--- src/sv/julian_day_ms_converter_core_assert.svh ---
// Assertion macros used by the top level of the Julian day millisecond converter.
`ifndef JULIAN_DAY_MS_CONVERTER_CORE_ASSERT_SVH
`define JULIAN_DAY_MS_CONVERTER_CORE_ASSERT_SVH
`ifndef SYNTHESIS
// Implication checked in the same cycle, disabled while reset is held.
`define JDMS_ASSERT_IMP(lbl, ante, cons) \
  lbl: assert property (@(posedge clk) disable iff (rst) (ante) |-> (cons)) \
    else $error("jdms assertion failed");
// Implication checked in the cycle after the antecedent, disabled while reset is held.
`define JDMS_ASSERT_NEXT(lbl, ante, cons) \
  lbl: assert property (@(posedge clk) disable iff (rst) (ante) |=> (cons)) \
    else $error("jdms assertion failed");
`else
`define JDMS_ASSERT_IMP(lbl, ante, cons)
`define JDMS_ASSERT_NEXT(lbl, ante, cons)
`endif
`endif

--- src/sv/jdms_pkg.sv ---
// Package with the shared types, constants and tables of the Julian day converter.
`default_nettype none
package jdms_pkg;

  // Cycles from an accepted transaction to its result strobe.
  localparam int LAT = 12;

  // Time constants in milliseconds.
  localparam logic [25:0] HALF_DAY_MS = 26'd43200000;
  localparam logic [26:0] DAY_MS      = 27'd86400000;
  // The odd factor of one day: DAY_MS is this value times 1024.
  localparam logic [16:0] DAY_MS_ODD  = 17'd84375;

  // Reciprocals for division by constants. Ceiling reciprocals give exact
  // quotients over the operand ranges they are used on.
  localparam logic [23:0] R_DAY  = 24'((64'd1 << 40) / 64'd84375);
  localparam logic [25:0] R_A    = 26'(((64'd1 << 43) + 64'd146096) / 64'd146097);
  localparam logic [28:0] R_C    = 29'(((64'd1 << 41) + 64'd7304) / 64'd7305);
  localparam logic [24:0] R_E    = 25'((((64'd1 << 29) * 64'd10000) + 64'd306000)
                                       / 64'd306001);
  localparam logic [27:0] R_MIN  = 28'(((64'd1 << 43) + 64'd59999) / 64'd60000);
  localparam logic [11:0] R_HOUR = 12'(((64'd1 << 17) + 64'd59) / 64'd60);
  localparam logic [12:0] R_Y100 = 13'd5243;

  // Civil date and time of one op 0 transaction.
  typedef struct packed {
    logic               date_valid;
    logic [13:0]        year;
    logic [3:0]         month;
    logic [4:0]         day;
    logic               time_valid;
    logic [4:0]         hour;
    logic [5:0]         minute;
    logic [15:0]        sec_ms;
    logic               zone_valid;
    logic signed [10:0] zone_minutes;
  } civil_in_t;

  // Civil date and time produced by an op 1 transaction.
  typedef struct packed {
    logic signed [14:0] year;
    logic [3:0]         month;
    logic [4:0]         day;
    logic [4:0]         hour;
    logic [5:0]         minute;
    logic [15:0]        sec_ms;
  } civil_out_t;

  // Whole days in idx months of 30.6001 days.
  function automatic logic [8:0] month_span(input logic [4:0] idx);
    logic [8:0] span;
    case (idx)
      5'd0:    span = 9'd0;
      5'd1:    span = 9'd30;
      5'd2:    span = 9'd61;
      5'd3:    span = 9'd91;
      5'd4:    span = 9'd122;
      5'd5:    span = 9'd153;
      5'd6:    span = 9'd183;
      5'd7:    span = 9'd214;
      5'd8:    span = 9'd244;
      5'd9:    span = 9'd275;
      5'd10:   span = 9'd306;
      5'd11:   span = 9'd336;
      5'd12:   span = 9'd367;
      5'd13:   span = 9'd397;
      5'd14:   span = 9'd428;
      5'd15:   span = 9'd459;
      5'd16:   span = 9'd489;
      default: span = 9'd0;
    endcase
    return span;
  endfunction

endpackage
`default_nettype wire

--- src/sv/jdms_date_to_jd.sv ---
// Pipeline that turns a civil date and time into a Julian count in milliseconds.
`default_nettype none
module jdms_date_to_jd (
  input  wire logic                clk,
  input  wire logic                rst,
  input  wire logic                in_valid,
  input  wire jdms_pkg::civil_in_t civ,
  output logic                     out_valid,
  output logic [48:0]              jd
);

  localparam int PAD = jdms_pkg::LAT - 6;

  // Valid bits of the six working stages and of the padding line.
  logic [5:0]     vld;
  logic [PAD-1:0] pad_vld;
  logic [48:0]    pad_jd [PAD];

  // Stage 1 registers: defaulted and month-adjusted date, raw time fields.
  logic signed [14:0] t1_yadj;
  logic [4:0]         t1_midx;
  logic [4:0]         t1_day;
  logic [4:0]         t1_hour;
  logic [5:0]         t1_minute;
  logic [15:0]        t1_sec;
  logic               t1_tv;
  logic               t1_zv;
  logic signed [10:0] t1_zone;

  // Stage 2 registers.
  logic [7:0]         t2_a;
  logic [14:0]        t2_v;
  logic [8:0]         t2_x2;
  logic [4:0]         t2_day;
  logic [26:0]        t2_hms;
  logic [21:0]        t2_mms;
  logic [15:0]        t2_sec;
  logic signed [27:0] t2_zms;
  logic               t2_tv;
  logic               t2_zv;

  // Stage 3 to 6 registers.
  logic [9:0]  t3_b;
  logic [22:0] t3_x1;
  logic [8:0]  t3_x2;
  logic [4:0]  t3_day;
  logic [28:0] t3_tsum;
  logic [22:0] t4_dc;
  logic [28:0] t4_tsum;
  logic [48:0] t5_ms;
  logic [28:0] t5_tsum;
  logic [48:0] t6_jd;

  // Combinational values.
  logic [13:0]        ysel;
  logic [3:0]         msel;
  logic [4:0]         dsel;
  logic signed [14:0] yadj;
  logic [4:0]         midx;
  logic [26:0]        yprod;
  logic [24:0]        x1prod;
  logic [28:0]        tpos;
  logic [24:0]        dcsum;
  logic [49:0]        msprod;

  // Default the date and move January and February to the end of the year before.
  always_comb begin
    ysel = civ.date_valid ? civ.year  : 14'd2000;
    msel = civ.date_valid ? civ.month : 4'd1;
    dsel = civ.date_valid ? civ.day   : 5'd1;
    if (msel <= 4'd2) begin
      yadj = $signed({1'b0, ysel}) - 15'sd1;
      midx = 5'({1'b0, msel}) + 5'd13;
    end else begin
      yadj = $signed({1'b0, ysel});
      midx = 5'({1'b0, msel}) + 5'd1;
    end
  end

  // Century count by reciprocal, year term and time products.
  assign yprod  = 27'(t1_yadj[13:0]) * 27'(jdms_pkg::R_Y100);
  assign x1prod = 25'(t2_v) * 25'd1461;
  assign tpos   = 29'(t2_hms) + 29'(t2_mms) + 29'(t2_sec);
  assign dcsum  = 25'(t3_x1) + 25'(t3_x2) + 25'(t3_day) + {{15{t3_b[9]}}, t3_b}
                - 25'd1524;
  assign msprod = 50'(t4_dc) * 50'(jdms_pkg::DAY_MS);

  // Valid bits travel with the data.
  always_ff @(posedge clk) begin
    if (rst) begin
      vld     <= '0;
      pad_vld <= '0;
    end else begin
      vld     <= {vld[4:0], in_valid};
      pad_vld <= PAD'({pad_vld, vld[5]});
    end
  end

  // Payload stages.
  always_ff @(posedge clk) begin
    t1_yadj   <= yadj;
    t1_midx   <= midx;
    t1_day    <= dsel;
    t1_hour   <= civ.hour;
    t1_minute <= civ.minute;
    t1_sec    <= civ.sec_ms;
    t1_tv     <= civ.time_valid;
    t1_zv     <= civ.time_valid & civ.zone_valid;
    t1_zone   <= civ.zone_minutes;

    t2_a   <= t1_yadj[14] ? 8'd0 : yprod[26:19];
    t2_v   <= 15'(t1_yadj + 15'sd4716);
    t2_x2  <= jdms_pkg::month_span(t1_midx);
    t2_day <= t1_day;
    t2_hms <= 27'(t1_hour) * 27'd3600000;
    t2_mms <= 22'(t1_minute) * 22'd60000;
    t2_sec <= t1_sec;
    t2_zms <= 28'(t1_zone) * 28'sd60000;
    t2_tv  <= t1_tv;
    t2_zv  <= t1_zv;

    t3_b    <= 10'd2 - 10'(t2_a) + 10'(t2_a[7:2]);
    t3_x1   <= x1prod[24:2];
    t3_x2   <= t2_x2;
    t3_day  <= t2_day;
    t3_tsum <= t2_tv ? (tpos - (t2_zv ? 29'(t2_zms) : 29'd0)) : 29'd0;

    t4_dc   <= dcsum[22:0];
    t4_tsum <= t3_tsum;

    t5_ms   <= msprod[48:0];
    t5_tsum <= t4_tsum;

    t6_jd <= t5_ms - 49'(jdms_pkg::HALF_DAY_MS) + {{20{t5_tsum[28]}}, t5_tsum};
  end

  // Delay line that aligns this path with the reverse conversion.
  always_ff @(posedge clk) begin
    pad_jd[0] <= t6_jd;
    for (int i = 1; i < PAD; i++) begin
      pad_jd[i] <= pad_jd[i-1];
    end
  end

  assign out_valid = pad_vld[PAD-1];
  assign jd        = pad_jd[PAD-1];

endmodule
`default_nettype wire

--- config.mk ---
export PLATFORM = sky130hd
export DESIGN_NAME = jdms_date_to_jd
export DESIGN_NICKNAME = d
export VERILOG_FILES = /design/src/sv/julian_day_ms_converter_core_assert.svh /design/src/sv/jdms_pkg.sv /design/src/sv/jdms_date_to_jd.sv
export SDC_FILE = /design/constraint.sdc
export NUM_CORES = 2
export LEC_CHECK = 0
export BUFFER_PORTS_ARGS = -buffer_cell sky130_fd_sc_hd__buf_2
export CAP_MARGIN = 20
export CORE_MARGIN = 3
export CORE_UTILIZATION = 55
export CTS_CLUSTER_SIZE = 16
export DETAILED_ROUTE_END_ITERATION = 10
export PLACE_DENSITY = 0.72
export SYNTH_ARGS = -nofsm -noshare
export SYNTH_HDL_FRONTEND = slang
export SYNTH_SLANG_ARGS = --single-unit
export TNS_END_PERCENT = 1
--- constraint.sdc ---
create_clock -name clk -period 8.1 [get_ports clk]
set_input_delay 1.62 -clock clk [delete_from_list [all_inputs] [get_ports clk]]
set_output_delay 1.62 -clock clk [all_outputs]
set_load 0.02 [all_outputs]
==> flow_metrics.tcl <==
set metrics [dict create \
    clkSinkCount 731 \
    grt_max_degree 29 \
    ios 117 \
    fp.dieW_um 281 \
    grt_antenna_before_repair 1 \
    grt_setup_unrepaired "no" \
    critPathMostFrequentCell "fa_1" \
    netlist_instances 3850 \
    final_util 0.614 \
    routabilityCongestion 0.891 \
    ys_ff_latch 731 \
    worst_r2r_path_depth 20 \
    first_pass_iters 5 \
    clock_path_buffers 3 \
    grtUsageMet1 0.246 \
    drive_gt1_frac 0.0661 \
    path_max_fanout 9 \
    clock_skew_ps 23.1 \
    grt_pass1_wl_um 122000 \
    hold_path_class "register to register" \
    async_flop_share 0 \
    cp_num_cells 20 \
    worst_slew_pin_slew_ps 776 \
    synth_area_um2 41500 \
    clk_latency_ps 630 \
    grtUsageTotal 0.190 \
    slew_headroom 0.478 \
    outcome "finished clean" \
    netlist.area_leader.share 0.353 \
    synth_area_per_cell_um2 10.8 \
    hold_ws_ps 311 \
    fin_nets 5150 \
    place_inst 4905 \
    path_delay_family "adder cells" \
    syn-num-nets 4985 \
    hold_depth 0 \
    fmax_mhz 166 \
    die_area_um2 78800 \
    path_buf_inv 2 \
    wl_um 71600 \
    cpPeakStageDelay_ps 550 \
    port_buffers 116 \
    fin_crit_ps 6020 \
    syn2layout_area_growth_pct 10.3 \
    cts_tree "built" \
    cp-endpoint "t5_ms[48]" \
    use_met2 0.332 \
    clockRootBuffer "clkbuf_16" \
    holdBufCountCts 0 \
    ant_nets 0 \
    vias 24800 \
    instances_no_fill 5037 \
    rrSetupSlack_ps 2080 \
    cp-start-kind "register" \
    cp_cell_sequence "ha_1 > xor2_1 > ha_1 > a21o_1 > fa_1 > inv_1 > fa_1 > fa_1 > inv_1 > fa_1 > ha_1 > a21o_1 > a31oi_1 > o21ai_0 > nor3_1 > nor2_1 > a211o_1 > a21oi_1 > o31ai_1 > xnor2_1" \
    num_rows 100 \
    use_met3 0.0326 \
    timing.max_cap.violations 0 \
    ys_types 72 \
    hold_violations 0 \
    crit_slowest_cell "dfxtp_1" \
    synth_edf_count 0 \
    synth.yosys.seq_area_share 0.353 \
    viasPerCell 4.92 \
    synth-main-ff-cell "dfxtp_1" \
    clk_pin_slew_ps 60 \
    r2r_start "t4_dc[2]" \
    r2r_end "t5_ms[48]" \
    yosys_warnings 0 \
    grt_pass1_vias 25500 \
    cts_buffers 77 \
    slew_viol_final 0 \
    startpoint "t4_dc[2]" \
    synth_top_area_cell "dfxtp_1" \
    netlist_top_cells_area "dfxtp_1, ha_1, fa_1" \
    critPathRequiredTime_ps 8610 \
    htree_levels 3 \
    period_share 0.743 \
    postCtsSetupBuffers 0 \
    finalSetupViolCount 0 \
    drt_first_iter_violations 799 \
    fillers 6174 \
    wl_per_cell_um 14.2 \
    die_h_um 281 \
    path_class "register to register" \
    drc 0 \
    cts_repair_resize_count 0 \
    setup-tns-final_ps 0 \
    crit_path_end_kind "register" \
    fp.coreArea_um2 74600 \
    grt-ovfl-total 0 \
    cp_data_arrival_time_ps 6530 \
    start_util 0.557 \
    grt-busiest-layer "met2" \
    detailed_place_hpwl_um 58600 \
]
[state kept, by name, summed over array words and instances, names as in the netlist, 11 cells and up]
signal,cells
pad_jd,294
t1_sec,16
t1_yadj,15
t1_zone,11
t2_hms,20
t2_mms,17
t2_sec,16
t2_v,15
t2_zms,23
t3_tsum,29
t3_x1,23
t4_dc,23
t4_tsum,29
t5_ms,39
t5_tsum,29
t6_jd,49
[per-layer routing]
layer,vias to the layer above,routed length [um]
met5,-,13
met1,11600,33300
met3,105,2460
met2,284,34300
met4,2,1570
li1,12800,-
[synthesized netlist by cell type (all sizes together) (3+ instances only)]
library cell	number
nor3b	6
a2111oi	7
inv	799
o211ai	3
o21bai	34
o31a	3
o31ai	9
ha	718
a21oi	165
and2	36
a211oi	23
o21ai	79
a211o	7
a21boi	5
and4	6
nor3	36
nand3	38
nor2	113
nand2b	28
a21o	82
xnor2	162
buf	4
a31oi	28
a41oi	3
a41o	4
o22ai	4
nand3b	3
a31o	5
o311a	3
xor2	58
nor2b	41
or2	14
dfxtp	731
a221oi	6
or3	15
nand4	21
fa	350
clkbuf	28
nand2	97
o21a	22
and3	23
[worst min path at each step]
| stage | start | end | slack [ps] |
|---|---|---|---|
| final | pad_jd[2][43] | pad_jd[3][43] | 310 |
| after global routing | t6_jd[34] | pad_jd[0][34] | 310 |
| after CTS | pad_jd[2][43] | pad_jd[3][43] | 310 |
| after detailed placement | t6_jd[11] | pad_jd[0][11] | 310 |
| after global placement | t6_jd[44] | pad_jd[0][44] | 310 |
| after floorplan | t6_jd[0] | pad_jd[0][0] | 310 |
[layout make-up]
class | instances | area [um^2] | area share
Antenna cell | 1 | 2.50 | 0.0000547
Clock buffer | 94 | 2070 | 0.0453
Clock inverter | 37 | 515 | 0.0113
Inverter | 799 | 3000 | 0.0655
Multi-Input combinational cell | 2288 | 23800 | 0.519
Sequential cell | 731 | 14600 | 0.320
Tap cell | 969 | 1210 | 0.0265
Timing Repair Buffer | 118 | 596 | 0.0130
[placed cells by master (no fill, tap or decap), types with 78 or more instances in the layout]
master     synthesis  routed
buf_2              2     116
nor2_1           113     113
dfxtp_1          731     731
a21oi_1          164     164
a21o_1            82      82
clkbuf_16          0      78
xnor2_1          162     162
nand2_1           97      97
inv_1            799     799
ha_1             718     718
fa_1             350     350
[cells by family (layout without fill, tap and decap cells)]
| family | Yosys count | in the layout | synth area share |
|---|---|---|---|
| mux | 4 | 4 | 0.00130 |
| compound gates | 509 | 509 | 0.0794 |
| other cells | 0 | 1 | 0 |
| fa+ha+maj | 1068 | 1068 | 0.385 |
| simple gates | 487 | 487 | 0.0599 |
| xor+xnor | 220 | 220 | 0.0464 |
| buf+inv | 831 | 1048 | 0.0752 |
| flops | 731 | 731 | 0.353 |
[through the flow]
stage / area [um^2] / setup slack [ps]
5_1_grt: 45800 / 1770
3_5_place_dp: 43200 / 2060
2_1_floorplan: 41500 / 2670
3_3_place_gp: 43200 / 2180
4_1_cts: 45800 / 2080
6_report: 45800 / 2080
Power is not shown: default switching activity piles up to over one toggle a cycle in this logic, so the estimate is an artifact.
