**src/sv/julian_day_ms_converter_core_assert.svh**
```systemverilog
// Assertion macros used by the top level of the Julian day millisecond converter.
`ifndef JULIAN_DAY_MS_CONVERTER_CORE_ASSERT_SVH
`define JULIAN_DAY_MS_CONVERTER_CORE_ASSERT_SVH
`ifndef SYNTHESIS
// Implication checked in the same cycle, disabled while reset is held.
`define JDMS_ASSERT_IMP(lbl, ante, cons) \
  lbl: assert property (@(posedge clk) disable iff (rst) (ante) |-> (cons)) \
    else $error("jdms assertion failed");
// Implication checked in the cycle after the antecedent, disabled while reset is held.
`define JDMS_ASSERT_NEXT(lbl, ante, cons) \
  lbl: assert property (@(posedge clk) disable iff (rst) (ante) |=> (cons)) \
    else $error("jdms assertion failed");
`else
`define JDMS_ASSERT_IMP(lbl, ante, cons)
`define JDMS_ASSERT_NEXT(lbl, ante, cons)
`endif
`endif

```
**src/sv/jdms_pkg.sv**
```systemverilog
// Package with the shared types, constants and tables of the Julian day converter.
`default_nettype none
package jdms_pkg;

  // Cycles from an accepted transaction to its result strobe.
  localparam int LAT = 12;

  // Time constants in milliseconds.
  localparam logic [25:0] HALF_DAY_MS = 26'd43200000;
  localparam logic [26:0] DAY_MS      = 27'd86400000;
  // The odd factor of one day: DAY_MS is this value times 1024.
  localparam logic [16:0] DAY_MS_ODD  = 17'd84375;

  // Reciprocals for division by constants. Ceiling reciprocals give exact
  // quotients over the operand ranges they are used on.
  localparam logic [23:0] R_DAY  = 24'((64'd1 << 40) / 64'd84375);
  localparam logic [25:0] R_A    = 26'(((64'd1 << 43) + 64'd146096) / 64'd146097);
  localparam logic [28:0] R_C    = 29'(((64'd1 << 41) + 64'd7304) / 64'd7305);
  localparam logic [24:0] R_E    = 25'((((64'd1 << 29) * 64'd10000) + 64'd306000)
                                       / 64'd306001);
  localparam logic [27:0] R_MIN  = 28'(((64'd1 << 43) + 64'd59999) / 64'd60000);
  localparam logic [11:0] R_HOUR = 12'(((64'd1 << 17) + 64'd59) / 64'd60);
  localparam logic [12:0] R_Y100 = 13'd5243;

  // Civil date and time of one op 0 transaction.
  typedef struct packed {
    logic               date_valid;
    logic [13:0]        year;
    logic [3:0]         month;
    logic [4:0]         day;
    logic               time_valid;
    logic [4:0]         hour;
    logic [5:0]         minute;
    logic [15:0]        sec_ms;
    logic               zone_valid;
    logic signed [10:0] zone_minutes;
  } civil_in_t;

  // Civil date and time produced by an op 1 transaction.
  typedef struct packed {
    logic signed [14:0] year;
    logic [3:0]         month;
    logic [4:0]         day;
    logic [4:0]         hour;
    logic [5:0]         minute;
    logic [15:0]        sec_ms;
  } civil_out_t;

  // Whole days in idx months of 30.6001 days.
  function automatic logic [8:0] month_span(input logic [4:0] idx);
    logic [8:0] span;
    case (idx)
      5'd0:    span = 9'd0;
      5'd1:    span = 9'd30;
      5'd2:    span = 9'd61;
      5'd3:    span = 9'd91;
      5'd4:    span = 9'd122;
      5'd5:    span = 9'd153;
      5'd6:    span = 9'd183;
      5'd7:    span = 9'd214;
      5'd8:    span = 9'd244;
      5'd9:    span = 9'd275;
      5'd10:   span = 9'd306;
      5'd11:   span = 9'd336;
      5'd12:   span = 9'd367;
      5'd13:   span = 9'd397;
      5'd14:   span = 9'd428;
      5'd15:   span = 9'd459;
      5'd16:   span = 9'd489;
      default: span = 9'd0;
    endcase
    return span;
  endfunction

endpackage
`default_nettype wire

```
**src/sv/jdms_jd_to_date.sv**
```systemverilog
// Pipeline that turns a Julian count in milliseconds into a civil date and time.
`default_nettype none
module jdms_jd_to_date (
  input  wire logic          clk,
  input  wire logic          rst,
  input  wire logic          in_valid,
  input  wire logic [48:0]   jd_in,
  output logic               out_valid,
  output jdms_pkg::civil_out_t civ
);

  // Time of day fields carried down the pipeline.
  typedef struct packed {
    logic [4:0]  hour;
    logic [5:0]  minute;
    logic [15:0] sec_ms;
  } tod_t;

  logic [jdms_pkg::LAT-1:0] vld;

  // Day split registers.
  logic [39:0] s1_n;
  logic [9:0]  s1_lo;
  logic [23:0] s2_q;
  logic [39:0] s2_n;
  logic [9:0]  s2_lo;
  logic [40:0] s3_prod;
  logic [23:0] s3_q;
  logic [39:0] s3_n;
  logic [9:0]  s3_lo;
  logic [22:0] s4_z;
  logic [26:0] s4_tod;

  // Calendar registers.
  logic [24:0] s5_mag;
  logic        s5_neg;
  logic [22:0] s5_z;
  logic [7:0]  s6_a1q;
  logic        s6_neg;
  logic [22:0] s6_z;
  logic [22:0] s7_b;
  logic [27:0] s8_cnum;
  logic [22:0] s8_b;
  logic [14:0] s9_c;
  logic [22:0] s9_b;
  logic [14:0] s10_c;
  logic [9:0]  s10_bd;
  logic [14:0] s11_c;
  logic [9:0]  s11_bd;
  logic [4:0]  s11_e;
  jdms_pkg::civil_out_t s12;

  // Time of day registers.
  logic [26:0] s5_tod;
  logic [10:0] s5_tmin;
  logic [26:0] s6_tod;
  logic [10:0] s6_tmin;
  logic [4:0]  s6_hour;
  logic [26:0] s6_tm;
  tod_t        s7_t;
  tod_t        s8_t;
  tod_t        s9_t;
  tod_t        s10_t;
  tod_t        s11_t;

  // Combinational values.
  logic [49:0]        shifted;
  logic [47:0]        qprod;
  logic [40:0]        rdiff;
  logic [17:0]        r0;
  logic [23:0]        qfix;
  logic [16:0]        rfix;
  logic signed [25:0] anum;
  logic [54:0]        tminprod;
  logic [50:0]        aprod;
  logic [23:0]        hprod;
  logic signed [8:0]  a1;
  logic signed [8:0]  a1d4;
  logic [24:0]        bsum;
  logic [56:0]        cprod;
  logic [25:0]        dprod;
  logic [23:0]        bdw;
  logic [34:0]        eprod;
  logic [8:0]         x1;
  logic [4:0]         dom;
  logic [3:0]         mo;

  // Shift to midnight-based days and estimate the day count from the top bits.
  assign shifted = 50'(jd_in) + 50'(jdms_pkg::HALF_DAY_MS);
  assign qprod   = 48'(s1_n[39:16]) * 48'(jdms_pkg::R_DAY);

  // The estimate is at most two low; the remainder fixes it.
  assign rdiff = 41'(s3_n) - s3_prod;
  assign r0    = rdiff[17:0];
  always_comb begin
    if (r0 >= 18'(2 * jdms_pkg::DAY_MS_ODD)) begin
      qfix = s3_q + 24'd2;
      rfix = 17'(r0 - 18'(2 * jdms_pkg::DAY_MS_ODD));
    end else if (r0 >= 18'(jdms_pkg::DAY_MS_ODD)) begin
      qfix = s3_q + 24'd1;
      rfix = 17'(r0 - 18'(jdms_pkg::DAY_MS_ODD));
    end else begin
      qfix = s3_q;
      rfix = r0[16:0];
    end
  end

  // Gregorian century term, divided with truncation toward zero.
  assign anum     = $signed({1'b0, s4_z, 2'b00}) - 26'sd7468865;
  assign tminprod = 55'(s4_tod) * 55'(jdms_pkg::R_MIN);
  assign aprod    = 51'(s5_mag) * 51'(jdms_pkg::R_A);
  assign hprod    = 24'(s5_tmin) * 24'(jdms_pkg::R_HOUR);
  assign a1       = s6_neg ? -$signed({1'b0, s6_a1q}) : $signed({1'b0, s6_a1q});
  assign a1d4     = a1 / 9'sd4;
  assign bsum     = 25'(s6_z) + 25'd1525 + {{16{a1[8]}}, a1} - {{16{a1d4[8]}}, a1d4};

  // Year, day-of-year and month terms.
  assign cprod = 57'(s8_cnum) * 57'(jdms_pkg::R_C);
  assign dprod = 26'(s9_c) * 26'd1461;
  assign bdw   = 24'(s9_b) - dprod[25:2];
  assign eprod = 35'(s10_bd) * 35'(jdms_pkg::R_E);

  // Final month, day and year.
  assign x1  = jdms_pkg::month_span(s11_e);
  assign dom = 5'(s11_bd - 10'(x1));
  assign mo  = (s11_e < 5'd14) ? 4'(s11_e - 5'd1) : 4'(s11_e - 5'd13);

  // Valid bits travel with the data.
  always_ff @(posedge clk) begin
    if (rst) begin
      vld <= '0;
    end else begin
      vld <= {vld[jdms_pkg::LAT-2:0], in_valid};
    end
  end

  // Payload stages.
  always_ff @(posedge clk) begin
    s1_n  <= shifted[49:10];
    s1_lo <= shifted[9:0];

    s2_q  <= qprod[47:24];
    s2_n  <= s1_n;
    s2_lo <= s1_lo;

    s3_prod <= 41'(s2_q) * 41'(jdms_pkg::DAY_MS_ODD);
    s3_q    <= s2_q;
    s3_n    <= s2_n;
    s3_lo   <= s2_lo;

    s4_z   <= qfix[22:0];
    s4_tod <= {rfix, s3_lo};

    s5_neg  <= anum[25];
    s5_mag  <= anum[25] ? 25'(-anum) : anum[24:0];
    s5_z    <= s4_z;
    s5_tod  <= s4_tod;
    s5_tmin <= tminprod[53:43];

    s6_a1q  <= aprod[50:43];
    s6_neg  <= s5_neg;
    s6_z    <= s5_z;
    s6_tod  <= s5_tod;
    s6_tmin <= s5_tmin;
    s6_hour <= hprod[21:17];
    s6_tm   <= 27'(s5_tmin) * 27'd60000;

    s7_b           <= bsum[22:0];
    s7_t.hour      <= s6_hour;
    s7_t.minute    <= 6'(s6_tmin - 11'(s6_hour) * 11'd60);
    s7_t.sec_ms    <= 16'(s6_tod - s6_tm);

    s8_cnum <= 28'(s7_b) * 28'd20 - 28'd2442;
    s8_b    <= s7_b;
    s8_t    <= s7_t;

    s9_c <= cprod[55:41];
    s9_b <= s8_b;
    s9_t <= s8_t;

    s10_c  <= s9_c;
    s10_bd <= bdw[9:0];
    s10_t  <= s9_t;

    s11_c  <= s10_c;
    s11_bd <= s10_bd;
    s11_e  <= eprod[33:29];
    s11_t  <= s10_t;

    s12.year   <= (mo > 4'd2) ? (15'(s11_c) - 15'd4716) : (15'(s11_c) - 15'd4715);
    s12.month  <= mo;
    s12.day    <= dom;
    s12.hour   <= s11_t.hour;
    s12.minute <= s11_t.minute;
    s12.sec_ms <= s11_t.sec_ms;
  end

  assign out_valid = vld[jdms_pkg::LAT-1];
  assign civ       = s12;

endmodule
`default_nettype wire

```
**config.mk**
```make
export PLATFORM = sky130hd
export DESIGN_NAME = jdms_jd_to_date
export DESIGN_NICKNAME = d
export VERILOG_FILES = /design/src/sv/julian_day_ms_converter_core_assert.svh /design/src/sv/jdms_pkg.sv /design/src/sv/jdms_jd_to_date.sv
export SDC_FILE = /design/constraint.sdc
export NUM_CORES = 2
export LEC_CHECK = 0
export ABC_AREA = 1
export BUFFER_PORTS_ARGS = -buffer_cell sky130_fd_sc_hd__buf_2
export CAP_MARGIN = 15
export CELL_PAD_IN_SITES_DETAIL_PLACEMENT = 1
export CELL_PAD_IN_SITES_GLOBAL_PLACEMENT = 1
export CORE_UTILIZATION = 37
export DETAILED_ROUTE_END_ITERATION = 8
export HOLD_SLACK_MARGIN = 0.15
export PLACE_DENSITY_LB_ADDON = 0.3
export SLEW_MARGIN = 25
export SYNTH_ARGS = -nofsm -noshare
export SYNTH_HDL_FRONTEND = slang
export SYNTH_SLANG_ARGS = --single-unit
export TNS_END_PERCENT = 1
```
**constraint.sdc**
```tcl
create_clock -name clk -period 15.81 [get_ports clk]
set_clock_uncertainty 0.15 [all_clocks]
set_input_delay 1.581 -clock clk [delete_from_list [all_inputs] [get_ports clk]]
set_output_delay 1.581 -clock clk [all_outputs]
set_load 0.005 [all_outputs]
```
==> impl_metrics.tcl <==
set metrics [dict create \
    outcome "completed" \
    drcViolationCount 0 \
    track_usage_pct 20.5 \
    gp_congestion 0.932 \
    rows 171 \
    grt_overflow 0 \
    final_hold_viol_count 0 \
    start_util_pct 37.2 \
    netlist_top_cells_count "2481 x inv_1, 1404 x ha_1, 1205 x fa_1, 1003 x nand2_1, 700 x dfxtp_1" \
    nNetsFinal 11700 \
    synthTopCellsByArea "fa_1 30%, ha_1 22%, dfxtp_1 17%" \
    clk_root_buffer_cell "clkbuf_16" \
    fin_crit_ns 6.90 \
    holdBufCountCts 0 \
    setup_viol 0 \
    crit_fanout 9 \
    min_path_type "reg -> reg" \
    crit_slowest_cell "dfxtp_1" \
    wire_per_inst_um 18.6 \
    area_growth_pct 8.27 \
    fin_tns_setup_ns 0 \
    grt_max_degree 42 \
    hpwl_mm 197 \
    crit_buf_inv 5 \
    yosysUniqueCellTypes 64 \
    critPathMaxStageDelay_ns 0.63 \
    ant_nets 0 \
    synth_area_leader_cell "fa_1" \
    h-tree-depth 3 \
    path_cells "inv_1, ha_1, xor2_1, xor2_1, fa_1, fa_1, inv_1, fa_1, inv_1, fa_1, inv_1, fa_1, ha_1, nand2_1, nor2_1, inv_1, nor2_1, nand3_1, nor3b_1, nor4_1, o21ai_0, xor2_1" \
    rsz0062_at_grt "no" \
    drv_cap 0 \
    synthCells 8873 \
    vias 56900 \
    drv_slew 0 \
    ys_warn_count 0 \
    first_global_vias 65000 \
    critical_path.startpoint_type "flop" \
    cts_made_buffers 82 \
    drt_iter0_markers 1975 \
    cts.path.max_buffers 3 \
    clk_pin_slew_worst_paths_ns 0.06 \
    async_flop_share_pct 0 \
    drive_above_1_share_pct 3.65 \
    worst-setup-path-type "reg -> reg" \
    yosysSeqAreaShare_pct 17.3 \
    synth.avg_cell_area_um2 9.12 \
    synth-edff-count 0 \
    clk_latency_ns 0.72 \
    synth.most_common_cell "inv_1" \
    cts-resized-gates 0 \
    period_share_pct 43.6 \
    coreArea_mm2 0.217 \
    antenna_found_initial 1 \
    cts_tree "done" \
    worstSetupEndpointType "flop" \
    synth-main-ff-cell "dfxtp_1" \
    cp_top_family "adder cells" \
    top_level_ports 104 \
    dr.pass1.iters 7 \
    ys_ff_latch 700 \
    worstPathRequired_ns 16.30 \
    syn-cell-area_mm2 0.0810 \
    routed_wl_mm 222 \
    relSlewSlack_pct 31.9 \
    fmax_mhz 145 \
    dieHeight_um 470 \
    die_area_mm2 0.221 \
    dpl_worst_slack_ns 8.93 \
    yosysTopAreaCellShare_pct 29.8 \
    clkSinkCount 700 \
    viasPerCell 4.76 \
    synth_nets 11500 \
    portBuffers 103 \
    die_w_um 470 \
    post-cts-setup-buffers 0 \
    fin_ws_ns 8.91 \
    arrival_ns 7.39 \
    grt_pass1_wl_mm 357 \
    worstMarginPinSlew_ns 1.02 \
]
-- layer usage --
layer	routed length, um	GRT usage [%]	part of all wire [%]	vias to the layer above
met2	109000	36.0	49	676
met4	5490	5.16	2.5	0
met3	5730	1.71	2.6	226
met1	102000	27.0	46	28600
li1	-	-	-	27400
met5	0	0	0	-
-- cells by family (layout without fill, tap and decap cells) --
group,after synthesis,count (layout),share of synthesized area [%]
adders and majority gates,2609,2609,51.5
other,0,1,0
buffers and inverters,2528,2746,11.8
AOI/OAI and AO/OA,750,750,5.17
and+or+nand+nor,1891,1891,9.90
DFF,700,700,17.3
muxes,2,2,0.0278
xor gates and xnor gates,393,393,4.26
-- flip-flops by register name, indices dropped and copies added, names as in the netlist, 24 cells and up --
| signal | cells |
|---|---|
| civ | 51 |
| s1_n | 40 |
| s10_t | 27 |
| s11_t | 27 |
| s4_tod | 27 |
| s7_t | 27 |
| s8_t | 27 |
| s9_t | 27 |
| s8_cnum | 26 |
| s5_mag | 24 |
-- worst reg2reg max path, stage by stage, from the launching register on --
cell and delay [ns]:
dfxtp_1 0.63, inv_1 0.33, ha_1 0.44, xor2_1 0.38, xor2_1 0.32, fa_1 0.47
fa_1 0.56, inv_1 0.06, fa_1 0.55, inv_1 0.06, fa_1 0.53, inv_1 0.06
fa_1 0.48, ha_1 0.33, nand2_1 0.09, nor2_1 0.11, inv_1 0.06, nor2_1 0.12
nand3_1 0.11, nor3b_1 0.44, nor4_1 0.11, o21ai_0 0.29, xor2_1 0.17
-- worst paths after layout --
check | startpoint | depth (start not counted) | slack (ns) | to
max | s5_mag[2] | 22 | 8.91 | s6_a1q[5]
min | s3_lo[7] | 0 | 0.17 | s4_tod[7]
max reg2reg | s5_mag[2] | 22 | 8.91 | s6_a1q[5]
min reg2reg | s3_lo[7] | 0 | 0.17 | s4_tod[7]
-- through the flow --
stage          util, %  std cells  area (um2)  hold slack (ns)
2_1_floorplan        -       8873       81000            0.160
3_3_place_gp      39.0      11800       84800            0.160
3_5_place_dp      39.0      11800       84800            0.163
4_1_cts           40.3      11900       87700            0.170
5_1_grt           40.3      11900       87700            0.171
6_report          40.3      11900       87700            0.170
-- cells in the final DEF (no fill, tap or decap), drive strengths merged, types with 104 or more instances in the layout --
master / n
inv: 2502
ha: 1404
fa: 1205
nand2: 1027
dfxtp: 700
nor2: 432
a21oi: 354
xor2: 273
nand3: 230
o21ai: 226
xnor2: 120
buf: 105
clkbuf: 104
-- layout make-up --
type / count / area, um2
fillers: 25300 / 130000
multi-input cells: 5645 / 57400
flip-flops and latches: 700 / 14000
inverters: 2493 / 9360
well taps: 2854 / 3570
clock buffers: 104 / 2270
clock inverters: 44 / 542
repair buffers: 105 / 531
diodes: 1 / 2.50
Power is not shown: default switching activity piles up to over one toggle a cycle in this logic, so the estimate is an artifact.
